[src/hdl/assert_macros.svh]
// ----------------------------------------------------------------------------
// Assertion macros for the I2C byte master sequencer
// Concurrent checks, clocked and reset-qualified; empty for synthesis.
// ----------------------------------------------------------------------------
`ifndef ASSERT_MACROS_SVH
`define ASSERT_MACROS_SVH

`ifndef SYNTHESIS

// Check that a property holds at every rising clock edge outside reset
`define I2CBMS_ASSERT(lbl, clk, rstn, prop) \
  lbl: assert property (@(posedge clk) disable iff (!(rstn)) (prop)) \
    else $error("assertion failed");

// Check that a condition never holds at a rising clock edge outside reset
`define I2CBMS_NEVER(lbl, clk, rstn, cond) \
  lbl: assert property (@(posedge clk) disable iff (!(rstn)) !(cond)) \
    else $error("forbidden condition seen");

`else

`define I2CBMS_ASSERT(lbl, clk, rstn, prop)
`define I2CBMS_NEVER(lbl, clk, rstn, cond)

`endif

`endif

[src/hdl/i2cbms_pkg.sv]
// ----------------------------------------------------------------------------
// i2cbms_pkg
// Types and constants shared by the I2C byte master sequencer modules.
// ----------------------------------------------------------------------------
`timescale 1ns / 1ps
`default_nettype none

package i2cbms_pkg;

  // Command codes carried in the kind field
  localparam logic [2:0] KIND_TICK  = 3'd0;
  localparam logic [2:0] KIND_START = 3'd1;
  localparam logic [2:0] KIND_WRITE = 3'd2;
  localparam logic [2:0] KIND_READ  = 3'd3;
  localparam logic [2:0] KIND_STOP  = 3'd4;

  // Phase length after reset, in ticks
  localparam logic [15:0] PHASE_TICKS_RESET = 16'd2;
  // Bits per transferred byte
  localparam logic [3:0]  BITS_PER_BYTE     = 4'd8;

  // One input item
  typedef struct packed {
    logic [2:0] kind;
    logic [6:0] address;
    logic       rw;
    logic [7:0] data;
    logic       last;
    logic       sda_in;
  } i2cbms_in_t;

  // One result item
  typedef struct packed {
    logic       scl_out;
    logic       sda_out;
    logic       sda_input_mode;
    logic       busy_res;
    logic       done_res;
    logic [7:0] read_data;
    logic       ack_ok;
    logic       rejected;
  } i2cbms_out_t;

endpackage

`default_nettype wire

[src/hdl/i2cbms_core.sv]
// ----------------------------------------------------------------------------
// i2cbms_core
// Bus sequencing state and the single-pass next-state logic; updates on
// every accepted item and produces that item's result.
// ----------------------------------------------------------------------------
`timescale 1ns / 1ps
`default_nettype none

`include "assert_macros.svh"

module i2cbms_core
  import i2cbms_pkg::*;
(
  input  wire logic        clk_i,
  input  wire logic        rst_ni,
  input  wire logic        cfg_we_i,
  input  wire logic [15:0] cfg_wdata_i,
  input  wire logic        accept_i,
  input  wire i2cbms_in_t  item_i,
  output i2cbms_out_t      res_o
);

  typedef enum logic [3:0] {
    PH_IDLE   = 4'd0,
    PH_START  = 4'd1,
    PH_WLOW   = 4'd2,
    PH_WHIGH  = 4'd3,
    PH_ALOW   = 4'd4,
    PH_AHIGH  = 4'd5,
    PH_RHIGH  = 4'd6,
    PH_RLOW   = 4'd7,
    PH_RALOW  = 4'd8,
    PH_RAHIGH = 4'd9,
    PH_STOPA  = 4'd10,
    PH_STOPB  = 4'd11,
    PH_STOPC  = 4'd12
  } phase_e;

  phase_e      phase_q, phase_d;
  logic [3:0]  bit_q, bit_d;
  logic [7:0]  shift_q, shift_d;
  logic [15:0] wait_q, wait_d;
  logic        ack_q, ack_d;
  logic        nak_q, nak_d;
  logic        scl_q, scl_d;
  logic        sda_q, sda_d;
  logic        rel_q, rel_d;
  logic [7:0]  hold_q, hold_d;
  logic [15:0] ticks_q;

  logic [15:0] limit;
  logic [16:0] wait_inc;
  logic        over;
  logic [15:0] wait_adv;
  logic [3:0]  bit_inc;
  logic        is_cmd;
  logic        busy;
  logic        done;
  logic        rej;

  // Phase timer: zero length counts as one tick
  assign limit    = (ticks_q == 16'd0) ? 16'd1 : ticks_q;
  assign wait_inc = {1'b0, wait_q} + 17'd1;
  assign over     = (wait_inc >= {1'b0, limit});
  assign wait_adv = over ? 16'd0 : wait_inc[15:0];
  assign bit_inc  = bit_q + 4'd1;

  assign is_cmd = (item_i.kind == KIND_START) || (item_i.kind == KIND_WRITE) ||
                  (item_i.kind == KIND_READ)  || (item_i.kind == KIND_STOP);
  assign busy   = (phase_q != PH_IDLE);

  // Next state for one item
  always_comb begin
    phase_d = phase_q;
    bit_d   = bit_q;
    shift_d = shift_q;
    wait_d  = wait_q;
    ack_d   = ack_q;
    nak_d   = nak_q;
    scl_d   = scl_q;
    sda_d   = sda_q;
    rel_d   = rel_q;
    hold_d  = hold_q;
    done    = 1'b0;
    rej     = 1'b0;

    if (accept_i) begin
      if (is_cmd && busy) begin
        // drop the command, keep the running sequence
        rej = 1'b1;
      end else if (is_cmd) begin
        bit_d  = 4'd0;
        wait_d = 16'd0;
        unique case (item_i.kind)
          KIND_START: begin
            shift_d = {item_i.address, item_i.rw};
            rel_d   = 1'b0;
            sda_d   = 1'b0;
            phase_d = PH_START;
          end
          KIND_WRITE: begin
            shift_d = item_i.data;
            rel_d   = 1'b0;
            sda_d   = item_i.data[7];
            scl_d   = 1'b1;
            phase_d = PH_WHIGH;
          end
          KIND_READ: begin
            shift_d = 8'd0;
            nak_d   = item_i.last;
            rel_d   = 1'b1;
            sda_d   = 1'b1;
            scl_d   = 1'b1;
            phase_d = PH_RHIGH;
          end
          default: begin
            // stop
            rel_d   = 1'b0;
            sda_d   = 1'b0;
            phase_d = PH_STOPA;
          end
        endcase
      end else if (busy) begin
        unique case (phase_q)
          PH_START: begin
            wait_d = wait_adv;
            if (over) begin
              scl_d   = 1'b0;
              phase_d = PH_WLOW;
            end
          end
          PH_WLOW: begin
            // drive next bit with SCL rising
            rel_d   = 1'b0;
            sda_d   = shift_q[7];
            scl_d   = 1'b1;
            wait_d  = 16'd0;
            phase_d = PH_WHIGH;
          end
          PH_WHIGH: begin
            wait_d = wait_adv;
            if (over) begin
              scl_d   = 1'b0;
              shift_d = {shift_q[6:0], 1'b0};
              bit_d   = bit_inc;
              phase_d = (bit_inc >= BITS_PER_BYTE) ? PH_ALOW : PH_WLOW;
            end
          end
          PH_ALOW: begin
            rel_d   = 1'b1;
            sda_d   = 1'b1;
            scl_d   = 1'b1;
            wait_d  = 16'd0;
            phase_d = PH_AHIGH;
          end
          PH_AHIGH: begin
            wait_d = wait_adv;
            if (over) begin
              ack_d   = ~item_i.sda_in;
              scl_d   = 1'b0;
              rel_d   = 1'b0;
              sda_d   = 1'b0;
              phase_d = PH_IDLE;
              done    = 1'b1;
            end
          end
          PH_RHIGH: begin
            wait_d = wait_adv;
            if (over) begin
              shift_d = {shift_q[6:0], item_i.sda_in};
              scl_d   = 1'b0;
              bit_d   = bit_inc;
              phase_d = (bit_inc >= BITS_PER_BYTE) ? PH_RALOW : PH_RLOW;
            end
          end
          PH_RLOW: begin
            scl_d   = 1'b1;
            wait_d  = 16'd0;
            phase_d = PH_RHIGH;
          end
          PH_RALOW: begin
            hold_d  = shift_q;
            rel_d   = 1'b0;
            sda_d   = nak_q;
            scl_d   = 1'b1;
            wait_d  = 16'd0;
            phase_d = PH_RAHIGH;
          end
          PH_RAHIGH: begin
            wait_d = wait_adv;
            if (over) begin
              scl_d   = 1'b0;
              sda_d   = 1'b0;
              phase_d = PH_IDLE;
              done    = 1'b1;
            end
          end
          PH_STOPA: begin
            wait_d = wait_adv;
            if (over) begin
              scl_d   = 1'b1;
              phase_d = PH_STOPB;
            end
          end
          PH_STOPB: begin
            wait_d = wait_adv;
            if (over) begin
              sda_d   = 1'b1;
              phase_d = PH_STOPC;
            end
          end
          PH_STOPC: begin
            wait_d = wait_adv;
            if (over) begin
              phase_d = PH_IDLE;
              done    = 1'b1;
            end
          end
          default: begin
            phase_d = PH_IDLE;
          end
        endcase
      end
    end
  end

  // Result of this item: state after the update
  always_comb begin
    res_o.scl_out        = scl_d;
    res_o.sda_out        = sda_d;
    res_o.sda_input_mode = rel_d;
    res_o.busy_res       = (phase_d != PH_IDLE);
    res_o.done_res       = done;
    res_o.read_data      = hold_d;
    res_o.ack_ok         = ack_d;
    res_o.rejected       = rej;
  end

  // Hold sequencer state and the phase length register
  always_ff @(posedge clk_i or negedge rst_ni) begin
    if (!rst_ni) begin
      phase_q <= PH_IDLE;
      bit_q   <= 4'd0;
      shift_q <= 8'd0;
      wait_q  <= 16'd0;
      ack_q   <= 1'b0;
      nak_q   <= 1'b0;
      scl_q   <= 1'b1;
      sda_q   <= 1'b1;
      rel_q   <= 1'b0;
      hold_q  <= 8'd0;
      ticks_q <= PHASE_TICKS_RESET;
    end else begin
      phase_q <= phase_d;
      bit_q   <= bit_d;
      shift_q <= shift_d;
      wait_q  <= wait_d;
      ack_q   <= ack_d;
      nak_q   <= nak_d;
      scl_q   <= scl_d;
      sda_q   <= sda_d;
      rel_q   <= rel_d;
      hold_q  <= hold_d;
      if (cfg_we_i) begin
        ticks_q <= cfg_wdata_i;
      end
    end
  end

  `I2CBMS_ASSERT(a_reject_holds_phase, clk_i, rst_ni, accept_i && rej |=> $stable(phase_q))
  `I2CBMS_ASSERT(a_done_goes_idle, clk_i, rst_ni, accept_i && done |=> phase_q == PH_IDLE)
  `I2CBMS_ASSERT(a_released_sda_high, clk_i, rst_ni, rel_q |-> sda_q)
  `I2CBMS_NEVER(a_bit_count_range, clk_i, rst_ni, bit_q > BITS_PER_BYTE)

endmodule

`default_nettype wire

[src/hdl/i2cbms_out_stage.sv]
// ----------------------------------------------------------------------------
// i2cbms_out_stage
// Result register with valid flag; frees itself in the cycle it is taken.
// ----------------------------------------------------------------------------
`timescale 1ns / 1ps
`default_nettype none

`include "assert_macros.svh"

module i2cbms_out_stage
  import i2cbms_pkg::*;
(
  input  wire logic        clk_i,
  input  wire logic        rst_ni,
  input  wire logic        load_i,
  input  wire i2cbms_out_t res_i,
  output logic             space_o,
  output logic             out_valid_o,
  input  wire logic        out_ready_i,
  output i2cbms_out_t      out_data_o
);

  logic        valid_q;
  i2cbms_out_t data_q;

  // Room for a new result when empty or being drained this cycle
  assign space_o     = !valid_q || out_ready_i;
  assign out_valid_o = valid_q;
  assign out_data_o  = data_q;

  // Track the valid flag
  always_ff @(posedge clk_i or negedge rst_ni) begin
    if (!rst_ni) begin
      valid_q <= 1'b0;
    end else if (load_i) begin
      valid_q <= 1'b1;
    end else if (out_ready_i) begin
      valid_q <= 1'b0;
    end
  end

  // Capture the result payload
  always_ff @(posedge clk_i) begin
    if (load_i) begin
      data_q <= res_i;
    end
  end

  `I2CBMS_NEVER(a_no_overwrite, clk_i, rst_ni, load_i && valid_q && !out_ready_i)
  `I2CBMS_ASSERT(a_load_sets_valid, clk_i, rst_ni, load_i |=> valid_q)
  `I2CBMS_ASSERT(a_drain_clears, clk_i, rst_ni, valid_q && out_ready_i && !load_i |=> !valid_q)

endmodule

`default_nettype wire

[src/hdl/i2cbms_top.sv]
// ----------------------------------------------------------------------------
// i2c_byte_master_sequencer_top
// I2C byte-level master paced by tick items: start, write, read, stop.
// ----------------------------------------------------------------------------
// Usage:
//   Input channel (in_valid_i / in_ready_o / in_data_i) carries one item per
//   transfer: a tick that advances the running command, or a start, write,
//   read or stop command. Output channel (out_valid_o / out_ready_i /
//   out_data_o) returns exactly one result per item: the SCL/SDA levels,
//   busy/done flags, last read byte, acknowledge and a reject flag.
//   cfg_we_i/cfg_wdata_i set the ticks per SCL-high or settle phase; write
//   it only while idle.
//   Result: registered; it appears in the cycle after its item is accepted.
//   Throughput: one item per cycle; the next state is computed in one pass
//   from the accepted item and the state registers into the result register.
//   Reset: lines high, SDA driven, idle, phase length 2, result register empty.
//   Stall: while the result register holds an untaken result, a new item is
//   accepted only in the cycle the receiver takes it; otherwise in_ready_o
//   stays low and the sequencer holds.
// ----------------------------------------------------------------------------
`timescale 1ns / 1ps
`default_nettype none

module i2c_byte_master_sequencer_top
  import i2cbms_pkg::*;
(
  input  wire logic        clk_i,
  input  wire logic        rst_ni,
  input  wire logic        cfg_we_i,
  input  wire logic [15:0] cfg_wdata_i,
  input  wire logic        in_valid_i,
  output logic             in_ready_o,
  input  wire i2cbms_in_t  in_data_i,
  output logic             out_valid_o,
  input  wire logic        out_ready_i,
  output i2cbms_out_t      out_data_o
);

  logic        space;
  logic        accept;
  i2cbms_out_t res;

  // Accept a transfer when the result register can take its result
  assign in_ready_o = space;
  assign accept     = in_valid_i && space;

  i2cbms_core u_core (
    .clk_i       (clk_i),
    .rst_ni      (rst_ni),
    .cfg_we_i    (cfg_we_i),
    .cfg_wdata_i (cfg_wdata_i),
    .accept_i    (accept),
    .item_i      (in_data_i),
    .res_o       (res)
  );

  i2cbms_out_stage u_out (
    .clk_i       (clk_i),
    .rst_ni      (rst_ni),
    .load_i      (accept),
    .res_i       (res),
    .space_o     (space),
    .out_valid_o (out_valid_o),
    .out_ready_i (out_ready_i),
    .out_data_o  (out_data_o)
  );

endmodule

`default_nettype wire

[config.mk]
export PLATFORM = sky130hd
export DESIGN_NAME = i2c_byte_master_sequencer_top
export DESIGN_NICKNAME = d
export VERILOG_FILES = /design/src/hdl/i2cbms_pkg.sv /design/src/hdl/i2cbms_core.sv /design/src/hdl/i2cbms_out_stage.sv /design/src/hdl/i2cbms_top.sv
export VERILOG_INCLUDE_DIRS = /design/src /design/src/hdl
export SDC_FILE = /design/constraint.sdc
export NUM_CORES = 1
export LEC_CHECK = 0
export ABC_AREA = 0
export BUFFER_PORTS_ARGS = -buffer_cell sky130_fd_sc_hd__buf_4
export CAP_MARGIN = 30
export CORE_UTILIZATION = 55
export CTS_BUF_LIST = sky130_fd_sc_hd__clkbuf_4
export DETAILED_ROUTE_END_ITERATION = 6
export PLACE_DENSITY = 0.79
export SYNTH_ARGS = -nofsm -noshare
export SYNTH_HDL_FRONTEND = slang
export SYNTH_SLANG_ARGS = --single-unit
[constraint.sdc]
create_clock -name clk_i -period 4 [get_ports clk_i]
set_clock_uncertainty 0.05 [all_clocks]
set_input_delay 0.8 -clock clk_i [delete_from_list [all_inputs] [get_ports clk_i]]
set_output_delay 0.8 -clock clk_i [all_outputs]
set_load 0.05 [all_outputs]
# After elaboration in Yosys (flattened, before gate mapping)

Index checks and enable logic that the tools add are counted.

Add/subtract/negate cells: 2
Magnitude comparators: 2
Equal/unequal tests: 19
Mux-type cells: 67
Bitwise logic cells: 4
Reduce and logical (&&, ||, !) cells: 29

Operator list:

| cell                                                  | count |
|---|---|
| two-way mux 8 bit                                     | 9 |
| two-way mux 16 bit                                    | 4 |
| two-way mux 4 bit                                     | 15 |
| case mux 4 bit (10 select lines)                      | 1 |
| case mux 16 bit (2 select lines)                      | 1 |
| two-way mux 1 bit                                     | 29 |
| case mux 8 bit (3 select lines)                       | 1 |
| == test 4 bit, second input constant                  | 5 |
| adder 16 x 1 -> 17 bit, second input constant         | 1 |
| >= comparator 17 x 16 -> 1 bit                        | 1 |
| == test 4 x 3 -> 1 bit, second input constant         | 4 |
| logical NOT 16 bit                                    | 1 |
| case mux 8 bit (2 select lines)                       | 1 |
| case mux 4 bit (3 select lines)                       | 1 |
| == test 4 x 2 -> 1 bit, second input constant         | 2 |
| AND reduction 4 bit                                   | 2 |
| nonzero test 2 bit                                    | 4 |
| nonzero test 4 bit                                    | 2 |
| OR reduction 2 bit                                    | 4 |
| OR reduction 4 bit                                    | 2 |
| OR reduction 8 bit                                    | 1 |
| AND reduction 7 bit                                   | 1 |
| == test 3 x 2 -> 1 bit, second input constant         | 2 |
| inequality test 3 x 1 -> 1 bit, second input constant | 2 |
| other kinds (18)                                      | 27 |

Register bits: 77
Input port bits: 42
Output and inout port bits: 17
Word-level logic and storage cells: 143

# Longest topological paths before layout

Gate-level depths: netlist of the first run.

Word-level depth: 10
Depth in mapped cells: 16
Mapped depth without buffers: 14

# Modules after synthesis

From an unflattened synthesis of the first run, not the netlist that was laid out.

Cells, all modules: 501
Area, all modules: 4,713.3 µm²

By module, submodules not included:

| module                        | instances | cells an instance | area each (µm²) | sequential area each (µm²) |
|---|---|---|---|---|
| i2cbms_core                   | 1         | 482               | 4,209.0         | 1,530.2 |
| i2cbms_out_stage              | 1         | 18                | 498.0           | 475.5 |
| i2c_byte_master_sequencer_top | 1         | 1                 | 6.3             | 0.0 |

# Worst setup path before layout of the first run

Ideal clock, no wire load.

Path type: register to register
Start: reg u_core.wait_q[0]
End: reg u_out.data_q (netlist bit u_out.out_data_o[11]) (data pin)
Library setup time: 0.272 ns
Arrival: 3.473 ns
Required time: 3.678 ns
Slack: 0.205 ns
Stages on the path, launching flop included: 14
Buffers on the path: 0
Clock period less this slack: 3.795 ns
Path through: dfrtp_1 > ha_1 > nand4_1 > nor3_1 > nand3_1 > xnor2_1 > ha_1 > nand3_2 > nor4_4 > o311ai_2 > o211ai_1 > mux2_1 > o31a_1 > or4_1

RTL lines:

| item                   | line                   | RTL |
|---|---|---|
| from (decl)            | i2cbms_core.sv:42      | `logic [15:0] wait_q, wait_d;` |
| from (signal assigned) | i2cbms_core.sv:257     | `wait_q <= wait_d;` |
| to (signal assigned)   | i2cbms_out_stage.sv:45 | `data_q <= res_i;` |
| to (decl)              | i2cbms_out_stage.sv:24 | `i2cbms_out_t data_q;` |

==> results.sh, run 1 <==
export IMPL_slew_violations=0
export IMPL_rrSetupSlack_ns=0.05
export IMPL_postLayoutCellArea_um2=5770
export IMPL_placeableCoreArea_um2=8380
export IMPL_p_comb_frac=0.413
export IMPL_irDropWorstVdd_mv=0.209
export IMPL_io_buffers=58
export IMPL_power_density_nw_per_um2=467
export IMPL_antenna_diode_count=0
export IMPL_synth_cell_types=73
export IMPL_hold_viol=0
export IMPL_dr_pass1_iters=4
export IMPL_design_die_area_um2=9190
export IMPL_cp_top_family="compound AO/OA/AOI/OAI gates"
export IMPL_yosys_warnings=0
export IMPL_synth_async_reset_ratio=0.805
export IMPL_max_freq_mhz=253
export IMPL_synth_edff_count=15
export IMPL_crit_chain="and3_4 > and4_4 > nand2_1 > nor2_1 > xor2_1 > ha_1 > a21oi_2 > a21oi_2 > a2111oi_4 > buf_4 > o211a_4 > o221ai_1 > a21bo_2 > or4_1"
export IMPL_postLayoutCoreUtil=0.688
export IMPL_critPathSlowestCell="or4_1"
export IMPL_ys_seq_area_frac=0.414
export IMPL_min_period_ns=3.95
export IMPL_ctsHoldBuffers=0
export IMPL_power_share_clock=0.180
export IMPL_syn_nets=582
export IMPL_rsz0062_at_grt="yes"
export IMPL_swShare=0.401
export IMPL_path_clk_slew_ns=0.13
export IMPL_hold_path_class="primary input to async pin"
export IMPL_status="complete, no violations"
export IMPL_grt_pass1_vias=3951
export IMPL_path_buf_inv=1
export IMPL_hold_slack_ns=0.375
export IMPL_io_pins=59
export IMPL_synth_ff_type="dfrtp_1"
export IMPL_p_sw_w=0.00108
export IMPL_numCtsBuffers=9
export IMPL_yosys_register_bits=77
export IMPL_drc=0
export IMPL_dr_first_iter_drc_count=198
export IMPL_cp_common_cell="a21oi_2"
export IMPL_placed_cells=670
export IMPL_mostFrequentLayoutCell="buf_4"
export IMPL_end_kind="flip-flop"
export IMPL_multi_input_area_um2=2730
export IMPL_avgSynthCellArea_um2=9.32
export IMPL_post_dp_hpwl_um=8030
export IMPL_syn_to_final_growth_pct=19.0
export IMPL_final_cell_mix="buf_4 (86), nand2_1 (68), dfrtp_1 (58)"
export IMPL_r2r_worst_path_cells=14
export IMPL_start_util=0.578
export IMPL_layout_drive_gt1_share=0.255
export IMPL_n_fill_cell=660
export IMPL_synth_area_um2=4850
export IMPL_grt_pass1_wl_um=18600
export IMPL_cts_sinks=77
export IMPL_htree_num_levels=3
export IMPL_fp_dieW_um=95.9
export IMPL_drv_cap=0
export IMPL_required_ns=4.13
export IMPL_min_period_over_period=0.987
export IMPL_cellLeakagePower_nw=2.57
export IMPL_routed_wl_um=11600
export IMPL_fin_nets=646
export IMPL_fin_cells=694
export IMPL_p_int_w=0.00161
export IMPL_crit_type="flip-flop to flip-flop"
export IMPL_grt_util_all_layers=0.264
export IMPL_place_congestion=0.915
export IMPL_r2r_end="u_out.out_data_o[11]"
export IMPL_crit_fanout=9
export IMPL_rows=33
export IMPL_vias_per_cell=6.05
export IMPL_worstMarginPinSlew_ns=0.803
export IMPL_netlist_instances=520
export IMPL_max_slew_margin=0.465
export IMPL_routedWlPerCell_um=16.7
export IMPL_worst_ep_arrival_time_ns=4.08
export IMPL_antenna_found_initial=0
export IMPL_rr_startpoint="u_core.wait_q[4]"
export IMPL_die_h_um=95.9
export IMPL_clock_root_buffer="clkbuf_4"
export IMPL_grt_max_degree=63
export IMPL_ant_nets=0
export IMPL_register_area_um2=2010
export IMPL_p_seq_frac=0.408
export IMPL_grt_overflow_total=0
export IMPL_vias=4199
export IMPL_cts_tree="done"
export IMPL_insertion_delay_ns=0.43
export IMPL_worst_setup_path_start_kind="flip-flop"
export IMPL_setup_viol=0
export IMPL_max_stage_delay_ns=0.51
export IMPL_postPlaceCellArea_um2=5430
export IMPL_clock_path_buffers=2
==> routing by layer <==
| metal | part of all wire | GRT usage | up-vias |
|---|---|---|---|
| li1 | - | - | 2027 |
| met1 | 0.44 | 0.342 | 2012 |
| met2 | 0.49 | 0.451 | 127 |
| met3 | 0.044 | 0.0324 | 33 |
| met4 | 0.027 | 0.106 | 0 |
| met5 | 0 | 0 | - |
==> worst max path at each step <==
stage,cells past startpoint,to,slack (ns),startpoint
2_1_floorplan,13,u_out.out_data_o[11],0.21,u_core.wait_q[0]
3_3_place_gp,13,u_out.out_data_o[11],0.19,u_core.wait_q[3]
3_5_place_dp,13,u_out.out_data_o[11],0.09,u_core.wait_q[0]
4_1_cts,13,u_out.out_data_o[11],0.06,u_core.wait_q[0]
5_1_grt,14,u_out.out_data_o[11],-0.12,u_core.wait_q[2]
6_report,14,u_out.out_data_o[11],0.05,u_core.wait_q[4]
==> logic make-up (layout without fill, tap and decap cells) <==
group                      count (synthesis)  in the layout  share of synthesized area
and+or+nand+nor                          174            174                      0.184
AOI/OAI and AO/OA                        147            147                      0.210
DFF                                       77             77                      0.414
buffers and inverters                     59            128                     0.0483
muxes                                     27             27                     0.0604
adders and majority gates                 20             20                     0.0516
xor gates and xnor gates                  16             16                     0.0328
==> worst reg2reg max path: cells and delay by family (launching register included) <==
family / cells / cell delay, ns
buffers and inverters: 1 / 0.18
AO/OA/AOI/OAI: 6 / 1.26
adder cells (fa/ha/maj): 1 / 0.35
AND/OR/NAND/NOR: 5 / 1.20
XOR/XNOR: 1 / 0.24
flip-flops: 1 / 0.43
==> per-stage QoR <==
| step | worst slack [ns] | setup TNS [ns] | power, W |
|---|---|---|---|
| after floorplan | 0.205 | 0 | 0.00187 |
| after global placement | 0.187 | 0 | 0.00215 |
| after detailed placement | 0.0866 | 0 | 0.00218 |
| after CTS | 0.0617 | 0 | 0.00266 |
| after global routing | -0.118 | -0.237 | 0.00288 |
| final | 0.0520 | 0 | 0.00269 |
==> what timing repair did <==
item / in CTS / in global routing
resized for setup: 0 / 25
setup buffers: 0 / 8
hold endpoints to repair: 0 / 0
setup endpoints to repair: 0 / 16
==> cell usage after synthesis, drive strengths merged (7+ instances only) <==
| cell | count | area share |
|---|---|---|
| nor3 | 7 | 0.0072 |
| mux2i | 9 | 0.019 |
| nand4 | 13 | 0.017 |
| clkbuf | 26 | 0.020 |
| buf | 8 | 0.0088 |
| nor2 | 22 | 0.021 |
| o21ai | 53 | 0.055 |
| xnor2 | 12 | 0.026 |
| nand2b | 17 | 0.022 |
| inv | 25 | 0.019 |
| a21oi | 17 | 0.019 |
| o31ai | 14 | 0.022 |
| dfrtp | 59 | 0.30 |
| mux2 | 18 | 0.042 |
| ha | 20 | 0.052 |
| nand2 | 69 | 0.054 |
| a22oi | 8 | 0.012 |
| edfxtp | 15 | 0.093 |
| nand3 | 20 | 0.023 |
==> power by group through the flow <==
| stage | registers, W | logic, W | clock network, W |
|---|---|---|---|
| after floorplan | 0.00117 | 0.000695 | 0 |
| after global placement | 0.00110 | 0.00105 | 0 |
| after detailed placement | 0.00111 | 0.00107 | 0 |
| after CTS | 0.00110 | 0.00107 | 0.000494 |
| after global routing | 0.00112 | 0.00123 | 0.000531 |
| final | 0.00110 | 0.00111 | 0.000484 |
==> state kept, by name, summed over array words and instances, names as in the netlist, 4 cells and up <==
| register | flops |
|---|---|
| u_core.wait_q | 16 |
| u_core.phase_q | 4 |
| u_core.hold_q | 8 |
| u_core.shift_q | 8 |
| u_core.bit_q | 4 |
| u_out.out_data_o | 15 |
| u_core.ticks_q | 16 |
==> final cells by class <==
class                   instances  area share
well taps                     105      0.0228
clock inverters                 6      0.0108
flip-flops and latches         77       0.348
inverters                      25      0.0163
clock buffers                  10      0.0130
repair buffers                 87       0.115
multi-input cells             384       0.474
No activity file was read; power rests on OpenSTA's default activity.
==> inputs of run 2 (changes only) <==
- CELL_PAD_IN_SITES_DETAIL_PLACEMENT: default -> 1
- CELL_PAD_IN_SITES_GLOBAL_PLACEMENT: default -> 1
- CORE_UTILIZATION: 55 -> 42
- PLACE_DENSITY: 0.79 -> default
- PLACE_DENSITY_LB_ADDON: default -> 0.1
==> run 2 against run 1 <==
  * Sequential cell count stayed put
  * Clock power is 13% higher
  * Maximum frequency is 0.23% lower
  * Global-route usage shrank 2.4 points
  * Non-clock buffer count grew 3
  * Core utilization is 16 points lower
  * Count of clock-buffer cells in the layout shrank 1
  * Cell area grew 1.6%
  * Routed wire length is 19% higher
  * Via count is 1.8% higher
  * Critical path type unchanged
  * Critical endpoint unchanged
==> results.sh, run 2 (synthesis results as in run 1) <==
export IMPL_antenna_found_initial=1
export IMPL_met1_length_um=6690
export IMPL_irDropWorstVdd_mv=0.253
export IMPL_placeableCoreArea_um2=11000
export IMPL_slew_violations=0
export IMPL_htree_num_levels=3
export IMPL_met2WireLength_um=6320
export IMPL_fp_dieW_um=109
export IMPL_layout_drive_gt1_share=0.264
export IMPL_hold_path_class="primary input to async pin"
export IMPL_p_seq_frac=0.395
export IMPL_mostFrequentLayoutCell="buf_4"
export IMPL_grt_max_degree=63
export IMPL_rr_startpoint="u_core.wait_q[8]"
export IMPL_worst_setup_path_start_kind="flip-flop"
export IMPL_vias=4274
export IMPL_rows=38
export IMPL_worst_ep_arrival_time_ns=4.12
export IMPL_drc=0
export IMPL_die_h_um=109
export IMPL_numCtsBuffers=9
export IMPL_cp_startpoint="u_core.wait_q[8]"
export IMPL_min_period_over_period=0.989
export IMPL_clock_root_buffer="clkbuf_4"
export IMPL_status="complete, no violations"
export IMPL_p_int_w=0.00167
export IMPL_worstMarginPinSlew_ns=0.825
export IMPL_cts_sinks=77
export IMPL_required_ns=4.17
export IMPL_max_freq_mhz=253
export IMPL_wl_met3_um=551
export IMPL_power_share_clock=0.196
export IMPL_io_buffers=58
export IMPL_clock_path_buffers=2
export IMPL_cellLeakagePower_nw=2.62
export IMPL_ant_nets=0
export IMPL_hold_viol=0
export IMPL_routed_wl_um=13800
export IMPL_min_period_ns=3.96
export IMPL_path_clk_slew_ns=0.13
export IMPL_routed_top_layer="met4"
export IMPL_setup_viol=0
export IMPL_end_kind="flip-flop"
export IMPL_cts_tree="done"
export IMPL_dr_pass1_iters=4
export IMPL_vias_per_cell=5.83
export IMPL_postLayoutCellArea_um2=5860
export IMPL_p_sw_w=0.00110
export IMPL_syn_to_final_growth_pct=20.8
export IMPL_grt_pass1_wl_um=21600
export IMPL_placed_cells=707
export IMPL_max_slew_margin=0.450
export IMPL_p_comb_frac=0.409
export IMPL_start_util=0.440
export IMPL_dr_first_iter_drc_count=377
export IMPL_grt_util_all_layers=0.240
export IMPL_power_density_nw_per_um2=474
export IMPL_tns_ns=0
export IMPL_crit_fanout=7
export IMPL_design_die_area_um2=12000
export IMPL_place_congestion=0.887
export IMPL_routedWlPerCell_um=18.9
export IMPL_post_dp_hpwl_um=9770
export IMPL_fin_nets=649
export IMPL_n_fill_cell=1280
export IMPL_grt_pass1_vias=4135
export IMPL_fin_cells=733
export IMPL_rsz0062_at_grt="yes"
export IMPL_ctsHoldBuffers=0
export IMPL_crit_type="flip-flop to flip-flop"
export IMPL_postPlaceCellArea_um2=5490
export IMPL_drv_cap=0
export IMPL_grt_overflow_total=0
export IMPL_io_pins=59
export IMPL_final_cell_mix="buf_4 (90), nand2_1 (65), dfrtp_1 (59)"
export IMPL_swShare=0.398
export IMPL_insertion_delay_ns=0.47
==> run 2: cell types whose count changed in the layout (fill, tap and decap cells not counted), sizes merged <==
cell	change
diode	+1
clkinv	+3
bufinv	+1
buf	+3
clkinvlp	-2
inv	-1
clkbuf	-1
==> run 2: layout make-up <==
class / instances / area, µm² / share of cell area
diodes: 1 / 2.50 / 0.000427
well taps: 140 / 175 / 0.0299
clock inverters: 7 / 90.1 / 0.0154
clock buffers: 9 / 67.6 / 0.0115
inverters: 25 / 93.8 / 0.0160
flip-flops and latches: 77 / 2010 / 0.342
repair buffers: 90 / 676 / 0.115
multi-input cells: 384 / 2750 / 0.469
==> run 2: critical path, cell delays in order, from the launching register on <==
cell	delay (ns)
dfrtp_1	0.52
nand4_1	0.29
nor3_2	0.31
buf_4	0.18
xor2_2	0.15
ha_1	0.28
nand3_4	0.13
nor2_2	0.06
a2111oi_4	0.35
o211ai_1	0.20
mux2_1	0.36
o31a_1	0.33
or4_1	0.49
==> run 2: timing repair <==
action	in CTS	in global routing
setup endpoints to repair	1	17
pin swaps	0	23
gates resized for setup	1	26
buffers inserted	0	9
==> run 2: stage by stage <==
stage	power (W)	utilization	hold slack [ns]	worst slack (ns)
finish	0.00278	0.531	0.350	0.0430
global route	0.00296	0.531	0.411	-0.136
CTS	0.00278	0.513	0.380	0.0211
detailed placement	0.00222	0.498	0.427	0.00571
global placement	0.00218	0.498	0.424	0.153
floorplan	0.00187	-	0.395	0.205
==> run 2: final timing paths <==
| check | slack (ns) | to | cells past startpoint |
|---|---|---|---|
| max in group asynchronous | 2.98 | u_core.wait_q[15] | 1 |
| min in group clk_i | 0.44 | u_core.bit_q[2] | 1 |
| setup / recovery | 0.04 | u_out.out_data_o[11] | 12 |
| hold reg to reg | 0.44 | u_core.bit_q[2] | 1 |
| setup reg to reg | 0.04 | u_out.out_data_o[11] | 12 |
| hold / removal | 0.35 | u_core.hold_q[2] | 1 |
==> run 2: per-layer routing <==
| layer | vias to the layer above | track usage |
|---|---|---|
| li1 | 2031 | - |
| met1 | 2148 | 0.342 |
| met2 | 79 | 0.361 |
| met3 | 16 | 0.0356 |
| met4 | 0 | 0.105 |
| met5 | - | 0 |
==> run 2: power by group through the flow <==
stage | sequential (W) | combinational [W] | clock (W)
floorplan | 0.00117 | 0.000695 | 0
finish | 0.00109 | 0.00114 | 0.000545
global route | 0.00112 | 0.00125 | 0.000591
detailed placement | 0.00111 | 0.00111 | 0
global placement | 0.00110 | 0.00108 | 0
CTS | 0.00110 | 0.00111 | 0.000568
==> inputs of run 3 (changes only) <==
- RECOVER_POWER: default -> 100
==> run 3 against run 2 <==
  * Critical endpoint unchanged
  * The flow now finishes with violations (capacitance limit, slew limit)
  * Worst hold slack better by 0.093 ns
  * Combinational power hardly changed
  * Cell count stayed put
  * Critical path type unchanged
  * Count of clock-buffer cells in the layout stayed put
  * Total power is 0.74% lower
  * Register-to-register slack hardly changed
  * Largest power group unchanged
  * Critical path depth is 1 lower
  * Sequential power hardly changed
  * Cell area is 1.4% lower
==> results.sh, run 3 (synthesis results as in run 1) <==
export IMPL_drc=0
export IMPL_post_dp_hpwl_um=9770
export IMPL_grt_overflow_total=0
export IMPL_htree_num_levels=3
export IMPL_syn_to_final_growth_pct=19.1
export IMPL_top_usage_layer="met2"
export IMPL_io_buffers=58
export IMPL_vias=4250
export IMPL_rrSetupSlack_ns=0.03
export IMPL_irDropWorstVdd_mv=0.249
export IMPL_min_period_ns=3.97
export IMPL_grt_pass1_vias=4135
export IMPL_grt_pass1_wl_um=21600
export IMPL_slew_violations=63
export IMPL_max_freq_mhz=252
export IMPL_clock_root_buffer="clkbuf_4"
export IMPL_final_cell_mix="buf_4 (67), nand2_1 (65), dfrtp_1 (59)"
export IMPL_setup_viol=0
export IMPL_mostFrequentLayoutCell="buf_4"
export IMPL_cts_sinks=77
export IMPL_max_slew_margin=-0.0800
export IMPL_n_fill_cell=1292
export IMPL_grt_max_degree=63
export IMPL_postLayoutCoreUtil=0.524
export IMPL_rsz0062_at_grt="yes"
export IMPL_worstMarginPinSlew_ns=1.62
export IMPL_use_met3=0.0356
export IMPL_fin_nets=649
export IMPL_dr_first_iter_drc_count=335
export IMPL_violations="capacitance limit, slew limit"
export IMPL_cts_tree="done"
export IMPL_clock_path_buffers=2
export IMPL_postLayoutCellArea_um2=5780
export IMPL_multi_input_area_um2=2750
export IMPL_antenna_found_initial=1
export IMPL_worst_ep_arrival_time_ns=4.14
export IMPL_routedWlPerCell_um=19.0
export IMPL_grt_util_all_layers=0.240
export IMPL_required_ns=4.17
export IMPL_crit_fanout=7
export IMPL_insertion_delay_ns=0.47
export IMPL_vias_per_cell=5.80
export IMPL_ctsHoldBuffers=0
export IMPL_status="finished, violations left"
export IMPL_hold_viol=0
export IMPL_numCtsBuffers=9
export IMPL_postPlaceCellArea_um2=5490
export IMPL_power_density_nw_per_um2=477
export IMPL_fin_cells=733
export IMPL_crit_type="flip-flop to flip-flop"
export IMPL_worst_setup_path_start_kind="flip-flop"
export IMPL_min_period_over_period=0.992
export IMPL_layout_drive_gt1_share=0.221
export IMPL_use_met1=0.342
export IMPL_gr_usage_met2=0.361
export IMPL_place_congestion=0.887
export IMPL_io_pins=59
export IMPL_rows=38
export IMPL_routed_wl_um=13900
export IMPL_ant_nets=0
export IMPL_drv_cap=1
export IMPL_cellLeakagePower_nw=2.54
export IMPL_placeableCoreArea_um2=11000
export IMPL_start_util=0.440
export IMPL_path_clk_slew_ns=0.13
export IMPL_fp_dieW_um=109
export IMPL_die_h_um=109
export IMPL_dr_pass1_iters=5
export IMPL_hold_path_class="flip-flop to flip-flop"
export IMPL_register_area_um2=2010
export IMPL_placed_cells=707
export IMPL_design_die_area_um2=12000
export IMPL_end_kind="flip-flop"
==> run 3: cell count changes in the layout (fill, tap and decap cells not counted), sizes merged <==
cell    change
buf        -23
clkbuf     +23
==> run 3: worst paths after layout <==
path	to	depth (start not counted)	startpoint
max	u_out.out_data_o[11]	11	u_core.wait_q[8]
min	u_core.bit_q[2]	1	u_core.bit_q[2]
max reg2reg	u_out.out_data_o[11]	11	u_core.wait_q[8]
min reg2reg	u_core.bit_q[2]	1	u_core.bit_q[2]
max in group asynchronous	u_core.wait_q[15]	1	rst_ni
min in group asynchronous	u_core.hold_q[2]	1	rst_ni
==> run 3: timing repair <==
item / in CTS / in global routing
endpoints found under the setup margin: 1 / 17
pin swaps: 0 / 23
buffers inserted: 0 / 9
resized for setup: 1 / 26
==> run 3: layer usage <==
| metal | up-vias | routed length [µm] |
|---|---|---|
| li1 | 2031 | - |
| met1 | 2126 | 6730 |
| met2 | 77 | 6350 |
| met3 | 16 | 568 |
| met4 | 0 | 254 |
| met5 | - | 0 |
==> run 3: through the flow <==
step | setup TNS, ns | hold WS, ns | worst slack, ns | total power [W]
finish | 0 | 0.442 | 0.0308 | 0.00275
global route | -0.590 | 0.457 | -0.136 | 0.00293
global placement | 0 | 0.424 | 0.153 | 0.00218
floorplan | 0 | 0.395 | 0.205 | 0.00187
CTS | 0 | 0.380 | 0.0211 | 0.00278
detailed placement | 0 | 0.427 | 0.00571 | 0.00222
==> run 3: cell type report <==
type	count	area share
Sequential cell	77	0.347
Timing Repair Buffer	90	0.103
Antenna cell	1	0.000433
Clock inverter	7	0.0156
Tap cell	140	0.0303
Clock buffer	9	0.0117
Multi-Input combinational cell	384	0.476
Inverter	25	0.0162
==> run 3: worst max-delay path, stage by stage (launching register included) <==
cell and delay [ns]:
dfrtp_1 0.52, nand4_1 0.30, nor3_2 0.31, nand3_1 0.16
xnor2_2 0.25, ha_4 0.25, nor2b_2 0.17, a2111oi_4 0.33
o211ai_1 0.21, mux2_1 0.36, o31a_1 0.33, or4_1 0.49
==> run 3: report_power, final <==
part / switching (W) / total (W) / internal (W)
Sequential: 0.000106 / 0.00110 / 0.000990
Combinational: 0.000708 / 0.00111 / 0.000403
Clock: 0.000299 / 0.000549 / 0.000250
